`src/rtl/core/cds_pkg.sv`:
```
// cds_pkg: types, constants and calendar helper functions for the date stepper
// used by the channel interfaces, the controller, the datapath and the top level
package cds_pkg;

   localparam int CMD_W   = 2;
   localparam int DAY_W   = 5;
   localparam int MONTH_W = 4;
   localparam int YEAR_W  = 14;
   localparam int COUNT_W = 16;

   localparam logic [DAY_W-1:0]   RESET_DAY   = 5'd1;
   localparam logic [MONTH_W-1:0] RESET_MONTH = 4'd1;
   localparam logic [YEAR_W-1:0]  RESET_YEAR  = 14'd2000;

   localparam logic [MONTH_W-1:0] JANUARY  = 4'd1;
   localparam logic [MONTH_W-1:0] FEBRUARY = 4'd2;
   localparam logic [MONTH_W-1:0] DECEMBER = 4'd12;
   localparam logic [DAY_W-1:0]   FIRST_DAY = 5'd1;
   localparam logic [DAY_W-1:0]   DEC_DAYS  = 5'd31;
   localparam logic [DAY_W-1:0]   FEB_LEAP  = 5'd29;
   localparam logic [DAY_W-1:0]   FEB_PLAIN = 5'd28;

   localparam logic [DAY_W-1:0] MONTH_LEN [0:12] = '{
      5'd0, 5'd31, 5'd28, 5'd31, 5'd30, 5'd31, 5'd30,
      5'd31, 5'd31, 5'd30, 5'd31, 5'd30, 5'd31
   };

   // two-digit year mapping
   localparam logic [YEAR_W-1:0] PIVOT_YEAR   = 14'd50;
   localparam logic [YEAR_W-1:0] CENTURY_SPAN = 14'd100;
   localparam logic [YEAR_W-1:0] BASE_2000    = 14'd2000;
   localparam logic [YEAR_W-1:0] BASE_1900    = 14'd1900;

   // 25 * 7209 = 1 mod 2^14, so y is a multiple of 25 iff y*7209 mod 2^14 <= 16383/25
   localparam logic [YEAR_W-1:0] INV_25     = 14'd7209;
   localparam logic [YEAR_W-1:0] DIV_25_MAX = 14'd655;

   localparam logic [COUNT_W-1:0] MAX_DAYS = 16'hFFFF;

   typedef enum logic [CMD_W-1:0] {
      CMD_LOAD    = 2'd0,
      CMD_ADVANCE = 2'd1,
      CMD_BACK    = 2'd2,
      CMD_COUNT   = 2'd3
   } cmd_type;

   typedef enum logic [2:0] {
      ST_IDLE,
      ST_DISPATCH,
      ST_STEP,
      ST_COUNT,
      ST_FINISH
   } state_type;

   typedef struct packed {
      logic capture;
      logic load_date;
      logic step_fwd;
      logic step_back;
      logic commit;
      logic count_pass;
      logic count_fail;
      logic emit;
   } ctrl_type;

   typedef struct packed {
      cmd_type cmd;
      logic    steps_done;
      logic    tgt_valid;
      logic    tgt_hit;
      logic    limit_hit;
      logic    rsp_free;
   } stat_type;

   // 400/100/4 rule: leap iff divisible by 4 and (not by 100, or by 400)
   function automatic logic is_leap(input logic [YEAR_W-1:0] year);
      logic [YEAR_W-1:0] prod;
      logic              by_25;
      prod  = YEAR_W'(year * INV_25);
      by_25 = (prod <= DIV_25_MAX);
      return (year[1:0] == 2'b00) && (!by_25 || (year[3:2] == 2'b00));
   endfunction

   function automatic logic [DAY_W-1:0] month_days(input logic [MONTH_W-1:0] month,
                                                   input logic leap);
      logic [DAY_W-1:0] len;
      if (month > DECEMBER) begin
         len = '0;
      end else if (month == FEBRUARY) begin
         len = leap ? FEB_LEAP : FEB_PLAIN;
      end else begin
         len = MONTH_LEN[month];
      end
      return len;
   endfunction

   function automatic logic [YEAR_W-1:0] map_year(input logic [YEAR_W-1:0] year);
      logic [YEAR_W-1:0] mapped;
      if (year < PIVOT_YEAR) begin
         mapped = year + BASE_2000;
      end else if (year < CENTURY_SPAN) begin
         mapped = year + BASE_1900;
      end else begin
         mapped = year;
      end
      return mapped;
   endfunction

endpackage

```
`src/rtl/core/cds_if.sv`:
```
// cds_if: request and response channel interfaces of the date stepper
// depends on cds_pkg for the field widths
interface cds_req_if import cds_pkg::*; ();
   logic               valid;
   logic               ready;
   logic [CMD_W-1:0]   cmd;
   logic [DAY_W-1:0]   in_day;
   logic [MONTH_W-1:0] in_month;
   logic [YEAR_W-1:0]  in_year;
   logic [COUNT_W-1:0] step_count;

   modport source (output valid, cmd, in_day, in_month, in_year, step_count,
                   input ready);
   modport sink (input valid, cmd, in_day, in_month, in_year, step_count,
                 output ready);
endinterface

interface cds_rsp_if import cds_pkg::*; ();
   logic               valid;
   logic               ready;
   logic [DAY_W-1:0]   out_day;
   logic [MONTH_W-1:0] out_month;
   logic [YEAR_W-1:0]  out_year;
   logic               leap_flag;
   logic               is_before;
   logic               is_after;
   logic [COUNT_W-1:0] days_between;
   logic               status;

   modport source (output valid, out_day, out_month, out_year, leap_flag, is_before,
                   is_after, days_between, status,
                   input ready);
   modport sink (input valid, out_day, out_month, out_year, leap_flag, is_before,
                 is_after, days_between, status,
                 output ready);
endinterface

```
`src/rtl/core/calendar_date_stepper.sv`:
```
// Gregorian date stepper: one held date (reset 2000-01-01) with load, advance, go back
// and count-to-date commands, one response per request. Count-to-date walks forward to
// the target; it fails without stepping for a target that is not a real date, and fails
// once COUNT_LIMIT days have been stepped when the target is out of reach. The
// working-date register steps one calendar day per cycle. A new request is accepted as
// soon as the previous response sits in the output register.
module calendar_date_stepper import cds_pkg::*; #(
   parameter int unsigned COUNT_LIMIT = 65535
) (
   input logic       clock,
   input logic       reset,
   cds_req_if.sink   req_chan,
   cds_rsp_if.source rsp_chan
);

   ctrl_type ctrl;
   stat_type sts;
   logic     req_ready;

   cds_controller u_controller (
      .clock     (clock),
      .reset     (reset),
      .req_valid (req_chan.valid),
      .req_ready (req_ready),
      .sts       (sts),
      .ctrl      (ctrl)
   );

   cds_datapath #(
      .COUNT_LIMIT (COUNT_LIMIT)
   ) u_datapath (
      .clock          (clock),
      .reset          (reset),
      .req_cmd        (req_chan.cmd),
      .req_day        (req_chan.in_day),
      .req_month      (req_chan.in_month),
      .req_year       (req_chan.in_year),
      .req_step_count (req_chan.step_count),
      .ctrl           (ctrl),
      .sts            (sts),
      .rsp_ready      (rsp_chan.ready),
      .rsp_valid      (rsp_chan.valid),
      .rsp_day        (rsp_chan.out_day),
      .rsp_month      (rsp_chan.out_month),
      .rsp_year       (rsp_chan.out_year),
      .rsp_leap       (rsp_chan.leap_flag),
      .rsp_before     (rsp_chan.is_before),
      .rsp_after      (rsp_chan.is_after),
      .rsp_between    (rsp_chan.days_between),
      .rsp_status     (rsp_chan.status)
   );

   assign req_chan.ready = req_ready;

endmodule

```
`src/rtl/core/cds_controller.sv`:
```
// cds_controller: command sequencer of the date stepper
// depends on cds_pkg for state, command and control/status struct types
module cds_controller import cds_pkg::*; (
   input  logic     clock,
   input  logic     reset,
   input  logic     req_valid,
   output logic     req_ready,
   input  stat_type sts,
   output ctrl_type ctrl
);

   state_type state_ff;
   state_type state_in;

   always_ff @(posedge clock) begin
      if (reset) begin
         state_ff <= ST_IDLE;
      end else begin
         state_ff <= state_in;
      end
   end

   always_comb begin
      state_in  = state_ff;
      ctrl      = '0;
      req_ready = 1'b0;
      case (state_ff)
         ST_IDLE: begin
            req_ready = 1'b1;
            if (req_valid) begin
               ctrl.capture = 1'b1;
               state_in     = ST_DISPATCH;
            end
         end
         ST_DISPATCH: begin
            case (sts.cmd)
               CMD_LOAD: begin
                  ctrl.load_date = 1'b1;
                  state_in       = ST_FINISH;
               end
               CMD_ADVANCE, CMD_BACK: begin
                  state_in = ST_STEP;
               end
               CMD_COUNT: begin
                  state_in = ST_COUNT;
               end
               default: begin
                  state_in = ST_FINISH;
               end
            endcase
         end
         ST_STEP: begin
            if (sts.steps_done) begin
               ctrl.commit = 1'b1;
               state_in    = ST_FINISH;
            end else if (sts.cmd == CMD_BACK) begin
               ctrl.step_back = 1'b1;
            end else begin
               ctrl.step_fwd = 1'b1;
            end
         end
         ST_COUNT: begin
            // invalid target is never reached
            if (!sts.tgt_valid) begin
               ctrl.count_fail = 1'b1;
               state_in        = ST_FINISH;
            end else if (sts.tgt_hit) begin
               ctrl.count_pass = 1'b1;
               state_in        = ST_FINISH;
            end else if (sts.limit_hit) begin
               ctrl.count_fail = 1'b1;
               state_in        = ST_FINISH;
            end else begin
               ctrl.step_fwd = 1'b1;
            end
         end
         ST_FINISH: begin
            if (sts.rsp_free) begin
               ctrl.emit = 1'b1;
               state_in  = ST_IDLE;
            end
         end
         default: begin
            state_in = ST_IDLE;
         end
      endcase
   end

   a_emit_needs_slot: assert property (@(posedge clock) disable iff (reset)
      ctrl.emit |-> sts.rsp_free)
      else $error("result emitted while output register is occupied");

   a_capture_leaves_idle: assert property (@(posedge clock) disable iff (reset)
      ctrl.capture |=> (state_ff == ST_DISPATCH))
      else $error("accepted request did not move to dispatch");

   a_one_action: assert property (@(posedge clock) disable iff (reset)
      $onehot0({ctrl.step_fwd, ctrl.step_back, ctrl.count_pass, ctrl.count_fail,
                ctrl.commit, ctrl.load_date}))
      else $error("conflicting datapath actions in one cycle");

endmodule

```
`src/rtl/core/cds_datapath.sv`:
```
// cds_datapath: held date, working date stepper, target compare and output register
// depends on cds_pkg for widths, calendar functions and control/status structs
module cds_datapath import cds_pkg::*; #(
   parameter int unsigned COUNT_LIMIT = 65535
) (
   input  logic               clock,
   input  logic               reset,
   input  logic [CMD_W-1:0]   req_cmd,
   input  logic [DAY_W-1:0]   req_day,
   input  logic [MONTH_W-1:0] req_month,
   input  logic [YEAR_W-1:0]  req_year,
   input  logic [COUNT_W-1:0] req_step_count,
   input  ctrl_type           ctrl,
   output stat_type           sts,
   input  logic               rsp_ready,
   output logic               rsp_valid,
   output logic [DAY_W-1:0]   rsp_day,
   output logic [MONTH_W-1:0] rsp_month,
   output logic [YEAR_W-1:0]  rsp_year,
   output logic               rsp_leap,
   output logic               rsp_before,
   output logic               rsp_after,
   output logic [COUNT_W-1:0] rsp_between,
   output logic               rsp_status
);

   localparam int CNT_W = $clog2(COUNT_LIMIT) + 1;
   localparam int EXT_W = CNT_W + COUNT_W;
   localparam logic [CNT_W-1:0] LIMIT_VAL = CNT_W'(COUNT_LIMIT);

   cmd_type            cmd_ff, cmd_in;
   logic [DAY_W-1:0]   tgt_day_ff, tgt_day_in;
   logic [MONTH_W-1:0] tgt_month_ff, tgt_month_in;
   logic [YEAR_W-1:0]  tgt_year_ff, tgt_year_in;
   logic [COUNT_W-1:0] left_ff, left_in;
   logic [CNT_W-1:0]   count_ff, count_in;
   logic [DAY_W-1:0]   work_day_ff, work_day_in;
   logic [MONTH_W-1:0] work_month_ff, work_month_in;
   logic [YEAR_W-1:0]  work_year_ff, work_year_in;
   logic [DAY_W-1:0]   held_day_ff, held_day_in;
   logic [MONTH_W-1:0] held_month_ff, held_month_in;
   logic [YEAR_W-1:0]  held_year_ff, held_year_in;
   logic [COUNT_W-1:0] between_ff, between_in;
   logic               status_ff, status_in;
   logic               out_valid_ff, out_valid_in;
   logic [DAY_W-1:0]   out_day_ff, out_day_in;
   logic [MONTH_W-1:0] out_month_ff, out_month_in;
   logic [YEAR_W-1:0]  out_year_ff, out_year_in;
   logic               out_leap_ff, out_leap_in;
   logic               out_before_ff, out_before_in;
   logic               out_after_ff, out_after_in;
   logic [COUNT_W-1:0] out_between_ff, out_between_in;
   logic               out_status_ff, out_status_in;

   // calendar logic
   logic               work_leap, tgt_leap, held_leap;
   logic [DAY_W-1:0]   work_len, prev_len, tgt_len, load_len;
   logic [MONTH_W-1:0] load_month;
   logic [DAY_W-1:0]   load_day;
   logic [DAY_W-1:0]   fwd_day, back_day;
   logic [MONTH_W-1:0] fwd_month, back_month;
   logic [YEAR_W-1:0]  fwd_year, back_year;
   logic [DAY_W+MONTH_W+YEAR_W-1:0] held_key, tgt_key, work_key;
   logic [EXT_W-1:0]   count_ext;
   logic [COUNT_W-1:0] count_sat;

   assign work_leap = is_leap(work_year_ff);
   assign tgt_leap  = is_leap(tgt_year_ff);
   assign held_leap = is_leap(held_year_ff);
   assign work_len  = month_days(work_month_ff, work_leap);
   assign prev_len  = month_days(work_month_ff - MONTH_W'(1), work_leap);
   assign tgt_len   = month_days(tgt_month_ff, tgt_leap);

   // one day forward
   always_comb begin
      fwd_day   = work_day_ff + DAY_W'(1);
      fwd_month = work_month_ff;
      fwd_year  = work_year_ff;
      if (work_day_ff >= work_len) begin
         fwd_day = FIRST_DAY;
         if (work_month_ff >= DECEMBER) begin
            fwd_month = JANUARY;
            fwd_year  = work_year_ff + YEAR_W'(1);
         end else begin
            fwd_month = work_month_ff + MONTH_W'(1);
         end
      end
   end

   // one day back
   always_comb begin
      back_day   = work_day_ff - DAY_W'(1);
      back_month = work_month_ff;
      back_year  = work_year_ff;
      if (work_day_ff <= FIRST_DAY) begin
         if (work_month_ff > JANUARY) begin
            back_month = work_month_ff - MONTH_W'(1);
            back_day   = prev_len;
         end else begin
            back_month = DECEMBER;
            back_year  = work_year_ff - YEAR_W'(1);
            back_day   = DEC_DAYS;
         end
      end
   end

   // clamp the loaded date to a real calendar date
   always_comb begin
      if (tgt_month_ff < JANUARY) begin
         load_month = JANUARY;
      end else if (tgt_month_ff > DECEMBER) begin
         load_month = DECEMBER;
      end else begin
         load_month = tgt_month_ff;
      end
      load_len = month_days(load_month, tgt_leap);
      if (tgt_day_ff < FIRST_DAY) begin
         load_day = FIRST_DAY;
      end else if (tgt_day_ff > load_len) begin
         load_day = load_len;
      end else begin
         load_day = tgt_day_ff;
      end
   end

   assign held_key  = {held_year_ff, held_month_ff, held_day_ff};
   assign tgt_key   = {tgt_year_ff, tgt_month_ff, tgt_day_ff};
   assign work_key  = {work_year_ff, work_month_ff, work_day_ff};
   assign count_ext = EXT_W'(count_ff);
   assign count_sat = (count_ext > EXT_W'(MAX_DAYS)) ? MAX_DAYS : count_ext[COUNT_W-1:0];

   assign sts.cmd        = cmd_ff;
   assign sts.steps_done = (left_ff == '0);
   assign sts.tgt_valid  = (tgt_month_ff >= JANUARY) && (tgt_month_ff <= DECEMBER) &&
                           (tgt_day_ff >= FIRST_DAY) && (tgt_day_ff <= tgt_len);
   assign sts.tgt_hit    = (work_key == tgt_key);
   assign sts.limit_hit  = (count_ff == LIMIT_VAL);
   assign sts.rsp_free   = !out_valid_ff || rsp_ready;

   always_comb begin
      cmd_in        = cmd_ff;
      tgt_day_in    = tgt_day_ff;
      tgt_month_in  = tgt_month_ff;
      tgt_year_in   = tgt_year_ff;
      left_in       = left_ff;
      count_in      = count_ff;
      work_day_in   = work_day_ff;
      work_month_in = work_month_ff;
      work_year_in  = work_year_ff;
      held_day_in   = held_day_ff;
      held_month_in = held_month_ff;
      held_year_in  = held_year_ff;
      between_in    = between_ff;
      status_in     = status_ff;
      if (ctrl.capture) begin
         cmd_in        = cmd_type'(req_cmd);
         tgt_day_in    = req_day;
         tgt_month_in  = req_month;
         tgt_year_in   = map_year(req_year);
         left_in       = req_step_count;
         count_in      = '0;
         work_day_in   = held_day_ff;
         work_month_in = held_month_ff;
         work_year_in  = held_year_ff;
         between_in    = '0;
         status_in     = 1'b0;
      end
      if (ctrl.step_fwd || ctrl.step_back) begin
         left_in  = left_ff - COUNT_W'(1);
         count_in = count_ff + CNT_W'(1);
      end
      if (ctrl.step_fwd) begin
         work_day_in   = fwd_day;
         work_month_in = fwd_month;
         work_year_in  = fwd_year;
      end else if (ctrl.step_back) begin
         work_day_in   = back_day;
         work_month_in = back_month;
         work_year_in  = back_year;
      end
      if (ctrl.load_date) begin
         held_day_in   = load_day;
         held_month_in = load_month;
         held_year_in  = tgt_year_ff;
      end else if (ctrl.commit) begin
         held_day_in   = work_day_ff;
         held_month_in = work_month_ff;
         held_year_in  = work_year_ff;
      end
      if (ctrl.count_pass) begin
         between_in = count_sat;
      end
      if (ctrl.count_fail) begin
         status_in = 1'b1;
      end
   end

   // output register
   always_comb begin
      out_valid_in   = out_valid_ff;
      out_day_in     = out_day_ff;
      out_month_in   = out_month_ff;
      out_year_in    = out_year_ff;
      out_leap_in    = out_leap_ff;
      out_before_in  = out_before_ff;
      out_after_in   = out_after_ff;
      out_between_in = out_between_ff;
      out_status_in  = out_status_ff;
      if (ctrl.emit) begin
         out_valid_in   = 1'b1;
         out_day_in     = held_day_ff;
         out_month_in   = held_month_ff;
         out_year_in    = held_year_ff;
         out_leap_in    = held_leap;
         out_before_in  = (held_key < tgt_key);
         out_after_in   = (held_key > tgt_key);
         out_between_in = between_ff;
         out_status_in  = status_ff;
      end else if (rsp_ready) begin
         out_valid_in = 1'b0;
      end
   end

   always_ff @(posedge clock) begin
      if (reset) begin
         held_day_ff   <= RESET_DAY;
         held_month_ff <= RESET_MONTH;
         held_year_ff  <= RESET_YEAR;
         out_valid_ff  <= 1'b0;
      end else begin
         held_day_ff   <= held_day_in;
         held_month_ff <= held_month_in;
         held_year_ff  <= held_year_in;
         out_valid_ff  <= out_valid_in;
      end
   end

   always_ff @(posedge clock) begin
      cmd_ff         <= cmd_in;
      tgt_day_ff     <= tgt_day_in;
      tgt_month_ff   <= tgt_month_in;
      tgt_year_ff    <= tgt_year_in;
      left_ff        <= left_in;
      count_ff       <= count_in;
      work_day_ff    <= work_day_in;
      work_month_ff  <= work_month_in;
      work_year_ff   <= work_year_in;
      between_ff     <= between_in;
      status_ff      <= status_in;
      out_day_ff     <= out_day_in;
      out_month_ff   <= out_month_in;
      out_year_ff    <= out_year_in;
      out_leap_ff    <= out_leap_in;
      out_before_ff  <= out_before_in;
      out_after_ff   <= out_after_in;
      out_between_ff <= out_between_in;
      out_status_ff  <= out_status_in;
   end

   assign rsp_valid   = out_valid_ff;
   assign rsp_day     = out_day_ff;
   assign rsp_month   = out_month_ff;
   assign rsp_year    = out_year_ff;
   assign rsp_leap    = out_leap_ff;
   assign rsp_before  = out_before_ff;
   assign rsp_after   = out_after_ff;
   assign rsp_between = out_between_ff;
   assign rsp_status  = out_status_ff;

   a_held_date_valid: assert property (@(posedge clock) disable iff (reset)
      (held_month_ff >= JANUARY) && (held_month_ff <= DECEMBER) &&
      (held_day_ff >= FIRST_DAY) && (held_day_ff <= month_days(held_month_ff, held_leap)))
      else $error("held date is not a calendar date");

   a_work_date_valid: assert property (@(posedge clock) disable iff (reset)
      (ctrl.step_fwd || ctrl.step_back || ctrl.commit) |->
      ((work_day_ff >= FIRST_DAY) && (work_day_ff <= work_len)))
      else $error("working date left the calendar");

   a_fail_has_no_distance: assert property (@(posedge clock) disable iff (reset)
      (out_valid_ff && out_status_ff) |-> (out_between_ff == '0))
      else $error("failed count reports a nonzero distance");

endmodule
```
`src/flat_wrapper.sv`:
```
// flat-port wrapper written by rule: the top's interface ports become plain ports
module calendar_date_stepper_flat import cds_pkg::*;
#(
   parameter int unsigned COUNT_LIMIT = 65535
)
  (clock, reset, req_chan_valid, req_chan_cmd, req_chan_in_day, req_chan_in_month, req_chan_in_year, req_chan_step_count, req_chan_ready, rsp_chan_valid, rsp_chan_out_day, rsp_chan_out_month, rsp_chan_out_year, rsp_chan_leap_flag, rsp_chan_is_before, rsp_chan_is_after, rsp_chan_days_between, rsp_chan_status, rsp_chan_ready);
  cds_req_if req_chan_i ();
  cds_rsp_if rsp_chan_i ();
  input logic clock;
  input logic reset;
  input wire logic [$bits(req_chan_i.valid)-1:0] req_chan_valid;
  input wire logic [$bits(req_chan_i.cmd)-1:0] req_chan_cmd;
  input wire logic [$bits(req_chan_i.in_day)-1:0] req_chan_in_day;
  input wire logic [$bits(req_chan_i.in_month)-1:0] req_chan_in_month;
  input wire logic [$bits(req_chan_i.in_year)-1:0] req_chan_in_year;
  input wire logic [$bits(req_chan_i.step_count)-1:0] req_chan_step_count;
  output wire logic [$bits(req_chan_i.ready)-1:0] req_chan_ready;
  output wire logic [$bits(rsp_chan_i.valid)-1:0] rsp_chan_valid;
  output wire logic [$bits(rsp_chan_i.out_day)-1:0] rsp_chan_out_day;
  output wire logic [$bits(rsp_chan_i.out_month)-1:0] rsp_chan_out_month;
  output wire logic [$bits(rsp_chan_i.out_year)-1:0] rsp_chan_out_year;
  output wire logic [$bits(rsp_chan_i.leap_flag)-1:0] rsp_chan_leap_flag;
  output wire logic [$bits(rsp_chan_i.is_before)-1:0] rsp_chan_is_before;
  output wire logic [$bits(rsp_chan_i.is_after)-1:0] rsp_chan_is_after;
  output wire logic [$bits(rsp_chan_i.days_between)-1:0] rsp_chan_days_between;
  output wire logic [$bits(rsp_chan_i.status)-1:0] rsp_chan_status;
  input wire logic [$bits(rsp_chan_i.ready)-1:0] rsp_chan_ready;
  assign req_chan_i.valid = req_chan_valid;
  assign req_chan_i.cmd = req_chan_cmd;
  assign req_chan_i.in_day = req_chan_in_day;
  assign req_chan_i.in_month = req_chan_in_month;
  assign req_chan_i.in_year = req_chan_in_year;
  assign req_chan_i.step_count = req_chan_step_count;
  assign req_chan_ready = req_chan_i.ready;
  assign rsp_chan_valid = rsp_chan_i.valid;
  assign rsp_chan_out_day = rsp_chan_i.out_day;
  assign rsp_chan_out_month = rsp_chan_i.out_month;
  assign rsp_chan_out_year = rsp_chan_i.out_year;
  assign rsp_chan_leap_flag = rsp_chan_i.leap_flag;
  assign rsp_chan_is_before = rsp_chan_i.is_before;
  assign rsp_chan_is_after = rsp_chan_i.is_after;
  assign rsp_chan_days_between = rsp_chan_i.days_between;
  assign rsp_chan_status = rsp_chan_i.status;
  assign rsp_chan_i.ready = rsp_chan_ready;
  calendar_date_stepper #(.COUNT_LIMIT(COUNT_LIMIT)) u_core (.clock(clock), .reset(reset), .req_chan(req_chan_i), .rsp_chan(rsp_chan_i));
endmodule
```
`config.mk`:
```
export PLATFORM = sky130hd
export DESIGN_NAME = calendar_date_stepper_flat
export DESIGN_NICKNAME = d
export VERILOG_FILES = /design/src/rtl/core/cds_pkg.sv /design/src/rtl/core/cds_if.sv /design/src/rtl/core/calendar_date_stepper.sv /design/src/rtl/core/cds_controller.sv /design/src/rtl/core/cds_datapath.sv /design/src/flat_wrapper.sv
export SDC_FILE = /design/constraint.sdc
export NUM_CORES = 1
export LEC_CHECK = 0
export BUFFER_PORTS_ARGS = -buffer_cell sky130_fd_sc_hd__buf_2
export CAP_MARGIN = 20
export CORE_MARGIN = 2
export CORE_UTILIZATION = 64
export CTS_BUF_LIST = sky130_fd_sc_hd__clkbuf_4
export DETAILED_ROUTE_END_ITERATION = 10
export PLACE_DENSITY = 0.84
export SLEW_MARGIN = 0
export SYNTH_ARGS = -nofsm -noshare
export SYNTH_HDL_FRONTEND = slang
export SYNTH_SLANG_ARGS = --single-unit
```
`constraint.sdc`:
```
create_clock -name clock -period 7.7 [get_ports clock]
set_clock_uncertainty 0.15 [all_clocks]
set_input_delay 0.77 -clock clock [delete_from_list [all_inputs] [get_ports clock]]
set_output_delay 0.77 -clock clock [all_outputs]
set_load 0.1 [all_outputs]
```
==> reports/results.tsv, run 1 <==
stage	metric	value	unit
logic_synthesis	register area share after synthesis	37.26	%
global_route	Tot GR Track Use	27.44	%
worst_setup_path	Buf+Inv Stages, Crit Path	4	
hold_path	Hold Path Class	in2reg	
worst_setup_path	RR Endpoint	u_core.u_datapath.work_year_ff[4]$_DFFE_PP_	
cells_and_area	layout cells sized above 1	10.84	%
worst_setup_path	Critical-path top delay cell	edfxtp_1	
worst_setup_path	CP delay by family, top	adder cells	
power	Power Total	3439	µW
cts	Worst-path clk slew	0.17	ns
logic_synthesis	Post-synth EDFFs	140	
sta	Final Hold Fails	0	
sta	Final period util	89.77	%
sta	f_max	144.7	MHz
detailed_routing	Routed Antenna Nets	0	
worst_setup_path	Crit path required time	7.91	ns
logic_synthesis	Post-synth ARST share	0	%
worst_setup_path	Crit. End Element	register	
floorplan	chip height	145.3	µm
logic_synthesis	#FFs+latches synth	168	
worst_setup_path	worst reg2reg startpoint	u_core.u_datapath.work_year_ff[2]$_DFFE_PP_	
floorplan	Rows	51	
global_route	vias in the first global route	9630	
sta	Setup TNS	0	ns
floorplan	full die area	0.02113	mm²
worst_setup_path	WS Path Type	reg2reg	
power	VDD IR-drop max	154.5	µV
placement	I/O Buffers	89	
cts	Max Root-Sink Buffers	2	
worst_setup_path	crit-path max FO	14	
worst_setup_path	reg2reg setup slack	0.79	ns
cells_and_area	final core occ	71.05	%
global_route	initial antenna violation count	0	
cts	Setup Fix Bufs, Post-CTS	0	
global_route	largest net degree at the start of global routing	45	
cells_and_area	Multi-input gate area	0.007263	mm²
worst_setup_path	CP Launch Type	register	
hold_path	worst hold path depth	1	
placement	final HPWL from detailed placement	21.51	mm
cells_and_area	post-route cell area	0.01387	mm²
cts	Sinks on Clock Net	168	
worst_setup_path	CP arrival	7.12	ns
logic_synthesis	library cells used by synthesis	64	
floorplan	Initial Utilization	65.48	%
cells_and_area	sequential cell area	0.004765	mm²
power	PwrDens	247.9	mW/mm²
run	Max Cap Violations	0	
logic_synthesis	Post-Synthesis Cell Area	0.01279	mm²
detailed_routing	1st-iter DRT viols	870	
hold_path	worst hold start	req_chan_in_year[0]	
detailed_routing	drt pass-1 iters	6	
logic_synthesis	Ys Warns	0	
placement	dpl ws	0.7841	ns
cts	H-tree depth	4	
worst_setup_path	Most common cell on crit path	ha_1	
cts	total CTS buffers	17	
logic_synthesis	syn_area_per_cell	9.843	µm²
sta	max-slew headroom at the worst pin	30.86	%
cts	CTS tree	done	
cells_and_area	fillers	1413	
run_status	outcome	complete, no violations	
cells_and_area	Area Growth Syn to Fin	8.504	%
floorplan	Die Wd	145.3	µm
sta	clock period minus final worst setup slack	6.912	ns
logic_synthesis	Synth Instances	1299	
sta	Slew @ Worst Pin	1.037	ns
floorplan	core area	0.01953	mm²
logic_synthesis	Main synth FF type	edfxtp_1	
global_route	GRT overflow	0	
cts	Root Driver	clkbuf_4	
detailed_routing	detail-routed via count per cell	5.992	
floorplan	# IOs	90	
power	Leakage	0.006102	µW
global_route	first-pass GRT wire length	46.83	mm
cts	worst-skew pair later-pin latency	0.61	ns
detailed_routing	Remaining DRCs	0	
placement	routability cong.	0.9112	
sta	max-slew violations	0	
cells_and_area	diode count	0	
detailed_routing	WL/cell	17.07	µm
cells_and_area	nets	1633	
detailed_routing	Vias	9935	
cts	cts repair resizes	0	
sta	setup repair after global routing missed its margin	no	
placement	placed inst area	0.01351	mm²
worst_setup_path	max incr delay on CP	0.62	ns
hold_path	WHS Endpoint	u_core.u_datapath.tgt_year_ff[0]$_DFFE_PP_	
sta	setup violation total in the final timing report	0	
detailed_routing	Routed WL	28.30	mm
sta	worst setup margin	0.7879	ns
cts	cts hold-fix bufs	0	
worst_setup_path	Worst Reg-to-Reg Cells	26	
==> registers in the layout, summed over array words and instances, names as in the netlist, 2 cells and up <==
register	cells
u_core.u_datapath.count_ff	17
u_core.u_datapath.between_ff	16
u_core.u_datapath.left_ff	16
u_core.u_datapath.rsp_between	16
u_core.u_datapath.held_year_ff	14
u_core.u_datapath.rsp_year	14
u_core.u_datapath.tgt_year_ff	14
u_core.u_datapath.work_year_ff	14
u_core.u_datapath.held_day_ff	5
u_core.u_datapath.rsp_day	5
u_core.u_datapath.tgt_day_ff	5
u_core.u_datapath.work_day_ff	5
u_core.u_datapath.held_month_ff	4
u_core.u_datapath.rsp_month	4
u_core.u_datapath.tgt_month_ff	4
u_core.u_datapath.work_month_ff	4
u_core.u_controller.state_ff	3
u_core.u_datapath.cmd_ff	2
==> per-stage QoR <==
step,std cells,hold WS [ns]
global placement,1624,0.2503
floorplan,1301,0.2503
global route,1658,0.1491
detailed placement,1624,0.2545
CTS,1656,0.1564
finish,1658,0.1858
==> synthesized netlist by cell type, types with 9 or more instances <==
library cell,number,area share [%]
nor2_1,102,3.0
a21oi_1,68,2.7
nor3_1,24,0.94
mux2i_1,17,1.3
fa_1,33,5.2
edfxtp_1,140,33
dfxtp_1,28,4.4
and3_1,14,0.68
clkbuf_1,39,1.1
xnor2_1,75,5.1
nor2b_1,10,0.49
or3_1,10,0.49
o21ai_0,79,3.1
ha_1,175,17
a211oi_1,18,1.1
nor4_1,9,0.44
o211ai_1,10,0.59
nand4_1,10,0.49
inv_1,152,4.5
o21a_1,31,1.8
xor2_1,36,2.5
nand3_1,34,1.3
nand2_1,70,2.1
a21o_1,17,1.0
nand2b_1,10,0.49
==> worst max path at each step <==
stage / startpoint / to / slack (ns) / depth (start not counted)
global route: u_core.u_datapath.tgt_year_ff[2]$_DFFE_PP_ / u_core.u_datapath.left_ff[2]$_DFFE_PP_ / 0.28 / 24
finish: u_core.u_datapath.work_year_ff[2]$_DFFE_PP_ / u_core.u_datapath.work_year_ff[4]$_DFFE_PP_ / 0.79 / 26
CTS: u_core.u_datapath.tgt_year_ff[2]$_DFFE_PP_ / u_core.u_datapath.count_ff[4]$_SDFFCE_PN0P_ / 0.76 / 24
floorplan: u_core.u_datapath.tgt_year_ff[0]$_DFFE_PP_ / u_core.u_datapath.work_year_ff[0]$_DFFE_PP_ / 0.74 / 22
global placement: u_core.u_datapath.tgt_year_ff[2]$_DFFE_PP_ / u_core.u_datapath.count_ff[12]$_SDFFCE_PN0P_ / 1.01 / 24
detailed placement: u_core.u_datapath.tgt_year_ff[2]$_DFFE_PP_ / u_core.u_datapath.count_ff[10]$_SDFFCE_PN0P_ / 0.78 / 24
==> power by group <==
group / internal [µW] / switching (µW)
logic: 696 / 981
clock network: 158 / 382
registers: 1100 / 123
==> routing by layer <==
metal  vias to the layer above  share of wire [%]  track usage [%]
met4                         0                1.9            8.284
met1                      4701                 42            38.30
met5                         -                  0                0
met2                       443                 47            44.81
met3                        47                8.3            4.075
li1                       4744                  -                -
==> kinds of logic after synthesis <==
group | share of synthesized area [%]
DFF | 37.26
adders and majority gates | 22.29
AOI/OAI and AO/OA | 13.38
muxes | 1.331
and+or+nand+nor | 12.04
other | 0.02933
xor gates and xnor gates | 7.603
buffers and inverters | 6.067
==> cell type report <==
| class | instances | share of cell area [%] |
|---|---|---|
| multi-input combinational | 930 | 52.35 |
| sequential | 168 | 34.34 |
| timing repair buffer | 108 | 4.383 |
| inverter | 155 | 4.194 |
| tap | 265 | 2.390 |
| clock inverter | 15 | 1.416 |
| clock buffer | 17 | 0.9199 |
==> layout by cell type, fill, tap and decap left out, types with 6 or more instances in the layout <==
cell type,instances
o211ai_1,10
a21o_1,17
ha_1,175
buf_2,89
nor2b_1,10
nand3_1,34
fa_1,33
clkinv_8,7
mux2i_1,17
nor4_1,9
nor3_1,24
xor2_1,36
dfxtp_1,28
o21a_1,31
o221ai_1,6
nand2_1,70
nand4_1,10
or3_1,10
edfxtp_1,140
xnor2_1,75
inv_1,152
nor2_1,100
and3_1,14
a21oi_1,68
clkbuf_4,17
or4_1,6
o21ai_0,79
nand2b_1,10
a211oi_1,18
buf_4,18
o31ai_1,6
Power figures use the tool's default switching activity.
==> run 2: changes to the inputs <==
--- a/config.mk
+++ b/config.mk
@@ -9,3 +9,2 @@
 export CAP_MARGIN = 20
-export CORE_MARGIN = 2
 export CORE_UTILIZATION = 64
==> constraint.sdc (replaced) <==
create_clock -name clock -period 7.7 [get_ports clock]
set_clock_uncertainty 0.15 [all_clocks]
set_input_delay 1.155 -clock clock [delete_from_list [all_inputs] [get_ports clock]]
set_output_delay 1.155 -clock clock [all_outputs]
set_load 0.1 [all_outputs]
==> run 2 against run 1 <==
Non-clock buffer count decreased by 4. Worst hold slack better by 0.090 ns. Via count fell by 1.0%. Register-to-register slack worse by 0.23 ns. Sequential power about the same. Die area down 2.7%. Cell area down 0.27%. Count of clock-buffer cells in the layout is the same. Sequential share of layout area increased by 0.093 points. Clock power up 4%. Critical endpoint is now u_core.u_datapath.count_ff[0]$_SDFFCE_PN0P_.
==> reports/results.tsv, run 2 (synthesis results as in run 1) <==
stage	metric	value	unit	change
cells_and_area	max reg flops	17		unchanged
cts	CTS tree	done		unchanged
cells_and_area	layout cells sized above 1	10.58	%	was 10.84%
sta	clock period minus final worst setup slack	7.141	ns	was 6.912 ns
global_route	initial antenna violation count	1		was 0
global_route	GRT overflow	0		unchanged
cells_and_area	Multi-input gate area	0.007263	mm²	unchanged
worst_setup_path	CP arrival	7.30	ns	was 7.12 ns
floorplan	core area	0.01953	mm²	unchanged
cells_and_area	sequential cell area	0.004765	mm²	unchanged
sta	Slew @ Worst Pin	1.074	ns	was 1.037 ns
worst_setup_path	WS Path Type	reg2reg		unchanged
detailed_routing	Vias	9833		was 9935
floorplan	full die area	0.02055	mm²	was 0.02113 mm²
global_route	Tot GR Track Use	28.49	%	was 27.44%
floorplan	Rows	51		unchanged
power	VDD IR-drop max	187.8	µV	was 154.5 µV
worst_setup_path	crit-path max FO	44		was 14
worst_setup_path	CP Launch Type	register		unchanged
cts	Root Driver	clkbuf_4		unchanged
sta	Setup TNS	0	ns	unchanged
detailed_routing	Routed WL	27.94	mm	was 28.30 mm
worst_setup_path	Crit path required time	7.86	ns	was 7.91 ns
worst_setup_path	worst reg2reg startpoint	u_core.u_datapath.tgt_year_ff[2]$_DFFE_PP_		was u_core.u_datapath.work_year_ff[2]$_DFFE_PP_
run	Max Cap Violations	0		unchanged
sta	setup repair after global routing missed its margin	no		unchanged
detailed_routing	drt pass-1 iters	5		was 6
cts	Setup Fix Bufs, Post-CTS	0		unchanged
global_route	vias in the first global route	9249		was 9630
worst_setup_path	Worst Reg-to-Reg Cells	23		was 26
cells_and_area	fillers	1461		was 1413
cts	H-tree depth	4		unchanged
floorplan	chip height	143.3	µm	was 145.3 µm
cells_and_area	commonest cells after routing, fill and taps aside	ha_1 (175), inv_1 (152), edfxtp_1 (140)		unchanged
power	Leakage	0.006080	µW	was 0.006102 µW
sta	max-slew headroom at the worst pin	28.30	%	was 30.86%
worst_setup_path	Most common cell on crit path	ha_1		unchanged
cells_and_area	fin cells	1655		was 1658
worst_setup_path	CP cell instances	fa_1 -> ha_1 -> ha_1 -> inv_1 -> fa_1 -> fa_1 -> inv_1 -> ha_1 -> nand2_1 -> o221ai_1 -> a211oi_1 -> o2111ai_1 -> o21ai_0 -> o41ai_1 -> ha_1 -> nand4_1 -> mux2i_1 -> a21oi_1 -> nor4_1 -> nor2_2 -> buf_4 -> nand2_1 -> buf_12		
worst_setup_path	RR Endpoint	u_core.u_datapath.count_ff[0]$_SDFFCE_PN0P_		was u_core.u_datapath.work_year_ff[4]$_DFFE_PP_
cts	Worst-path clk slew	0.17	ns	about the same
cts	cts repair resizes	0		unchanged
sta	Final Hold Fails	0		unchanged
cells_and_area	Area Growth Syn to Fin	8.210	%	was 8.504%
worst_setup_path	reg2reg setup slack	0.56	ns	was 0.79 ns
detailed_routing	1st-iter DRT viols	914		was 870
power	PwrDens	250.4	mW/mm²	was 247.9 mW/mm²
detailed_routing	Remaining DRCs	0		unchanged
sta	Final period util	92.75	%	was 89.77%
worst_setup_path	worst setup path start	u_core.u_datapath.tgt_year_ff[2]$_DFFE_PP_		was u_core.u_datapath.work_year_ff[2]$_DFFE_PP_
floorplan	Die Wd	143.3	µm	was 145.3 µm
detailed_routing	Routed Antenna Nets	0		unchanged
sta	max-slew violations	0		unchanged
cts	Sinks on Clock Net	168		unchanged
global_route	largest net degree at the start of global routing	45		unchanged
placement	placed cell count	1621		was 1624
cts	cts hold-fix bufs	0		unchanged
run_status	outcome	complete, no violations		unchanged
cts	Max Root-Sink Buffers	2		unchanged
global_route	first-pass GRT wire length	45.09	mm	was 46.83 mm
sta	setup violation total in the final timing report	0		unchanged
placement	final HPWL from detailed placement	21.31	mm	was 21.51 mm
worst_setup_path	Critical-path top delay cell	nor4_1		was edfxtp_1
worst_setup_path	max incr delay on CP	0.78	ns	was 0.62 ns
cells_and_area	nets	1629		was 1633
worst_setup_path	Crit. End Element	register		unchanged
worst_setup_path	crit path capture	u_core.u_datapath.count_ff[0]$_SDFFCE_PN0P_		was u_core.u_datapath.work_year_ff[4]$_DFFE_PP_
floorplan	# IOs	90		unchanged
placement	routability cong.	0.8908		was 0.9112
placement	I/O Buffers	89		unchanged
hold_path	Hold Path Class	reg2reg		was in2reg
floorplan	Initial Utilization	65.48	%	unchanged
sta	f_max	140.0	MHz	was 144.7 MHz
cells_and_area	commonest non-fill, non-tap cell in the layout	ha_1		unchanged
cts	total CTS buffers	17		unchanged
cts	worst-skew pair later-pin latency	0.61	ns	about the same
detailed_routing	WL/cell	16.88	µm	was 17.07 µm
detailed_routing	detail-routed via count per cell	5.941		was 5.992
cells_and_area	Top reg by flops	u_core.u_datapath.count_ff		unchanged
## run 2: worst max-delay path: cells and delay by family (launching register included)
family,cells,cell delay [ns]
mux,1,0.14
buf+inv,4,0.63
flops,1,0.61
simple gates,5,1.45
compound gates,6,1.15
fa+ha+maj,7,2.74
## run 2: power breakdown
| group | internal (µW) | total, µW | switching [µW] |
|---|---|---|---|
| combinational | 693 | 1680 | 983 |
| sequential | 1100 | 1230 | 129 |
| clock | 188 | 559 | 371 |
| total | 1980 | 3460 | 1480 |
## run 2: worst min path at each step
stage                                              startpoint                                     endpoint  cells after the start  slack (ns)
3_3_place_gp    u_core.u_datapath.between_ff[9]$_SDFFCE_PN0P_   u_core.u_datapath.rsp_between[9]$_DFFE_PP_                      0        0.25
4_1_cts        u_core.u_datapath.between_ff[14]$_SDFFCE_PN0P_  u_core.u_datapath.rsp_between[14]$_DFFE_PP_                      0        0.28
6_report       u_core.u_datapath.between_ff[14]$_SDFFCE_PN0P_  u_core.u_datapath.rsp_between[14]$_DFFE_PP_                      0        0.28
2_1_floorplan   u_core.u_datapath.between_ff[0]$_SDFFCE_PN0P_   u_core.u_datapath.rsp_between[0]$_DFFE_PP_                      0        0.25
5_1_grt        u_core.u_datapath.between_ff[14]$_SDFFCE_PN0P_  u_core.u_datapath.rsp_between[14]$_DFFE_PP_                      0        0.29
3_5_place_dp   u_core.u_datapath.between_ff[14]$_SDFFCE_PN0P_  u_core.u_datapath.rsp_between[14]$_DFFE_PP_                      0        0.25
## run 2: metal layers
| metal | track usage, % | wire length (µm) | share of wire [%] |
|---|---|---|---|
| met5 | 0 | 0 | 0 |
| met4 | 8.903 | 525 | 1.9 |
| met3 | 4.265 | 2183 | 7.8 |
| met2 | 47.16 | 13220 | 47 |
| met1 | 38.59 | 12020 | 43 |
## run 2: area by class of cell
type / instances / area share (%)
Inverter: 155 / 4.205
Clock inverter: 15 / 1.402
Timing Repair Buffer: 104 / 4.124
Antenna cell: 1 / 0.01809
Clock buffer: 17 / 0.9224
Multi-Input combinational cell: 930 / 52.50
Sequential cell: 168 / 34.44
Tap cell: 265 / 2.396
## run 2: through the flow
stage	setup slack, ns	utilization [%]	power (µW)	hold slack [ns]	instance area [µm²]
after global placement	0.7596	69.16	2823	0.2508	13500
final	0.5586	70.86	3464	0.2753	13840
after floorplan	0.7365	-	2536	0.2503	12790
after CTS	0.5229	70.81	3472	0.2764	13830
after detailed placement	0.5630	69.16	2906	0.2545	13500
after global routing	0.07841	70.86	3730	0.2930	13840
==> run 3: changes to the inputs <==
CORE_MARGIN = 5   (was not set)
CORE_UTILIZATION = 65   (was 64)
PLACE_DENSITY = 0.85   (was 0.84)
clock period = 8.6 ns   (was 7.7 ns; I/O delays follow)
==> run 3 against run 2 <==
Critical path depth unchanged. Count of clock-buffer cells in the layout unchanged. Total power decreased by 11%. Cell count decreased by 0.18%. Core utilization increased by 0.24 points. Register-to-register slack improved by 0.52 ns. Clock power decreased by 14%.
==> reports/results.tsv, run 3 (synthesis results as in run 1) <==
stage	metric	value	unit	change
hold_path	Hold Path Class	reg2reg		unchanged
cells_and_area	commonest non-fill, non-tap cell in the layout	ha_1		unchanged
global_route	largest net degree at the start of global routing	45		unchanged
worst_setup_path	WS Path Type	reg2reg		unchanged
cts	cts hold-fix bufs	0		unchanged
global_route	first-pass GRT wire length	45.82	mm	was 45.09 mm
cells_and_area	layout cells sized above 1	10.39	%	was 10.58%
sta	Final Hold Fails	0		unchanged
placement	final HPWL from detailed placement	21.48	mm	was 21.31 mm
worst_setup_path	Crit path required time	8.75	ns	was 7.86 ns
detailed_routing	1st-iter DRT viols	852		was 914
cts	Sinks on Clock Net	168		unchanged
cts	worst-skew pair later-pin latency	0.61	ns	about the same
cts	Root Driver	clkbuf_4		unchanged
placement	I/O Buffers	89		unchanged
sta	setup repair after global routing missed its margin	no		unchanged
cells_and_area	final core occ	71.10	%	was 70.86%
sta	worst hold slack	0.2888	ns	was 0.2753 ns
cts	total CTS buffers	17		unchanged
cts	H-tree depth	4		unchanged
detailed_routing	Vias	9810		was 9833
worst_setup_path	reg2reg setup slack	1.08	ns	was 0.56 ns
worst_setup_path	Critical-path top delay cell	nor4_1		unchanged
power	PwrDens	222.4	mW/mm²	was 250.4 mW/mm²
cells_and_area	Area Growth Syn to Fin	7.868	%	was 8.210%
cts	Setup Fix Bufs, Post-CTS	0		unchanged
worst_setup_path	crit-path max FO	14		was 44
detailed_routing	WL/cell	17.04	µm	was 16.88 µm
floorplan	core area	0.01940	mm²	was 0.01953 mm²
sta	clock period minus final worst setup slack	7.517	ns	was 7.141 ns
detailed_routing	Routed Antenna Nets	0		unchanged
hold_path	worst hold path depth	0		unchanged
placement	routability cong.	0.9084		was 0.8908
sta	max-slew violations	0		unchanged
worst_setup_path	max incr delay on CP	0.81	ns	was 0.78 ns
cts	cts repair resizes	0		unchanged
sta	f_max	133.0	MHz	was 140.0 MHz
global_route	met1 GRT Util	34.05	%	was 38.59%
global_route	met2 Use GR	42.01	%	was 47.16%
cells_and_area	max reg flops	17		unchanged
sta	setup violation total in the final timing report	0		unchanged
floorplan	Initial Utilization	65.91	%	was 65.48%
detailed_routing	detail-routed via count per cell	5.938		was 5.941
cts	Worst-path clk slew	0.15	ns	was 0.17 ns
sta	worst setup margin	1.083	ns	was 0.5586 ns
placement	dpl ws	1.098	ns	was 0.5630 ns
global_route	M3 GR Usage	4.907	%	was 4.265%
global_route	GRT Max-Usage Layer	met2		unchanged
floorplan	Die Wd	150.3	µm	was 143.3 µm
global_route	Tot GR Track Use	25.62	%	was 28.49%
global_route	GRT overflow	0		unchanged
detailed_routing	Remaining DRCs	0		unchanged
run_status	outcome	complete, no violations		unchanged
floorplan	Rows	51		unchanged
worst_setup_path	Most common cell on crit path	ha_1		unchanged
worst_setup_path	number of cells on the critical path	23		unchanged
detailed_routing	drt pass-1 iters	6		was 5
floorplan	chip height	150.3	µm	was 143.3 µm
cts	CTS tree	done		unchanged
cells_and_area	Multi-input gate area	0.007263	mm²	unchanged
cells_and_area	fillers	1452		was 1461
worst_setup_path	CP arrival	7.67	ns	was 7.30 ns
detailed_routing	Routed WL	28.15	mm	was 27.94 mm
cts	Max Root-Sink Buffers	2		unchanged
worst_setup_path	CP delay by family, top	adder cells		unchanged
cells_and_area	nets	1626		was 1629
worst_setup_path	Buf+Inv Stages, Crit Path	3		was 4
floorplan	# IOs	90		unchanged
cells_and_area	commonest cells after routing, fill and taps aside	ha_1 (175), inv_1 (152), edfxtp_1 (140)		unchanged
worst_setup_path	CP cell instances	fa_1 -> ha_1 -> ha_1 -> inv_1 -> fa_1 -> fa_1 -> inv_1 -> ha_1 -> nand2_1 -> o221ai_1 -> a211oi_1 -> o2111ai_1 -> o21ai_0 -> o41ai_1 -> ha_1 -> nand4_1 -> mux2i_1 -> a21oi_1 -> nor4_1 -> nor2_2 -> a222oi_1 -> nor3b_2 -> buf_4		was fa_1 -> ha_1 -> ha_1 -> inv_1 -> fa_1 -> fa_1 -> inv_1 -> ha_1 -> nand2_1 -> o221ai_1 -> a211oi_1 -> o2111ai_1 -> o21ai_0 -> o41ai_1 -> ha_1 -> nand4_1 -> mux2i_1 -> a21oi_1 -> nor4_1 -> nor2_2 -> buf_4 -> nand2_1 -> buf_12
global_route	vias in the first global route	9649		was 9249
power	Leakage	0.006059	µW	was 0.006080 µW
cells_and_area	Top reg by flops	u_core.u_datapath.count_ff		unchanged
worst_setup_path	Crit. End Element	register		unchanged
sta	Slew @ Worst Pin	1.105	ns	was 1.074 ns
sta	Setup TNS	0	ns	unchanged
power	VDD IR-drop max	163.2	µV	was 187.8 µV
sta	max-slew headroom at the worst pin	26.32	%	was 28.30%
global_route	initial antenna violation count	1		unchanged
floorplan	full die area	0.02258	mm²	was 0.02055 mm²
sta	Final period util	87.40	%	was 92.75%
worst_setup_path	CP Launch Type	register		unchanged
run	Max Cap Violations	0		unchanged
worst_setup_path	Worst Reg-to-Reg Cells	23		unchanged
cells_and_area	sequential cell area	0.004765	mm²	unchanged
run 3: changes by cell type in the layout (fill, tap and decap cells not counted):
cell / before / now
buf_4: 14 / 11
inv_6: 1 / 4
inv_8: 8 / 5
buf_12: 1 / 0
buf_6: 0 / 1
bufinv_16: 1 / 0
clkinv_8: 2 / 3
clkinvlp_4: 1 / 0
inv_12: 1 / 2
run 3: metrics by stage:
stage / std cells / cell area [µm²] / power (µW)
2_1_floorplan: 1301 / 12790 / 2270
6_report: 1652 / 13790 / 3067
5_1_grt: 1652 / 13790 / 3312
3_3_place_gp: 1617 / 13460 / 2524
4_1_cts: 1650 / 13780 / 3073
3_5_place_dp: 1618 / 13470 / 2589
run 3: final timing paths:
| path | startpoint | to |
|---|---|---|
| worst max-delay path | u_core.u_datapath.tgt_year_ff[0]$_DFFE_PP_ | u_core.u_datapath.work_year_ff[11]$_DFFE_PP_ |
| worst min-delay path | u_core.u_datapath.between_ff[2]$_SDFFCE_PN0P_ | u_core.u_datapath.rsp_between[2]$_DFFE_PP_ |
| worst max register to register | u_core.u_datapath.tgt_year_ff[0]$_DFFE_PP_ | u_core.u_datapath.work_year_ff[11]$_DFFE_PP_ |
| worst min register to register | u_core.u_datapath.between_ff[2]$_SDFFCE_PN0P_ | u_core.u_datapath.rsp_between[2]$_DFFE_PP_ |
run 3: cell type report:
type                       instances  area share (%)
antenna                            1         0.01814
clock buffer                      17          0.9253
inverter                         155           4.218
multi-input combinational        930           52.66
clock inverter                    15           1.315
timing repair buffer             101           3.910
tap                              265           2.404
sequential                       168           34.55
run 3: power breakdown:
part,switching [µW],internal (µW)
Clock,337,143
Sequential,119,985
Combinational,868,615
Total,1320,1740
run 3: routing by layer:
metal,up-vias,wire [µm]
li1,4727,-
met1,4579,11860
met2,415,13210
met3,89,2201
met4,0,875
met5,-,0
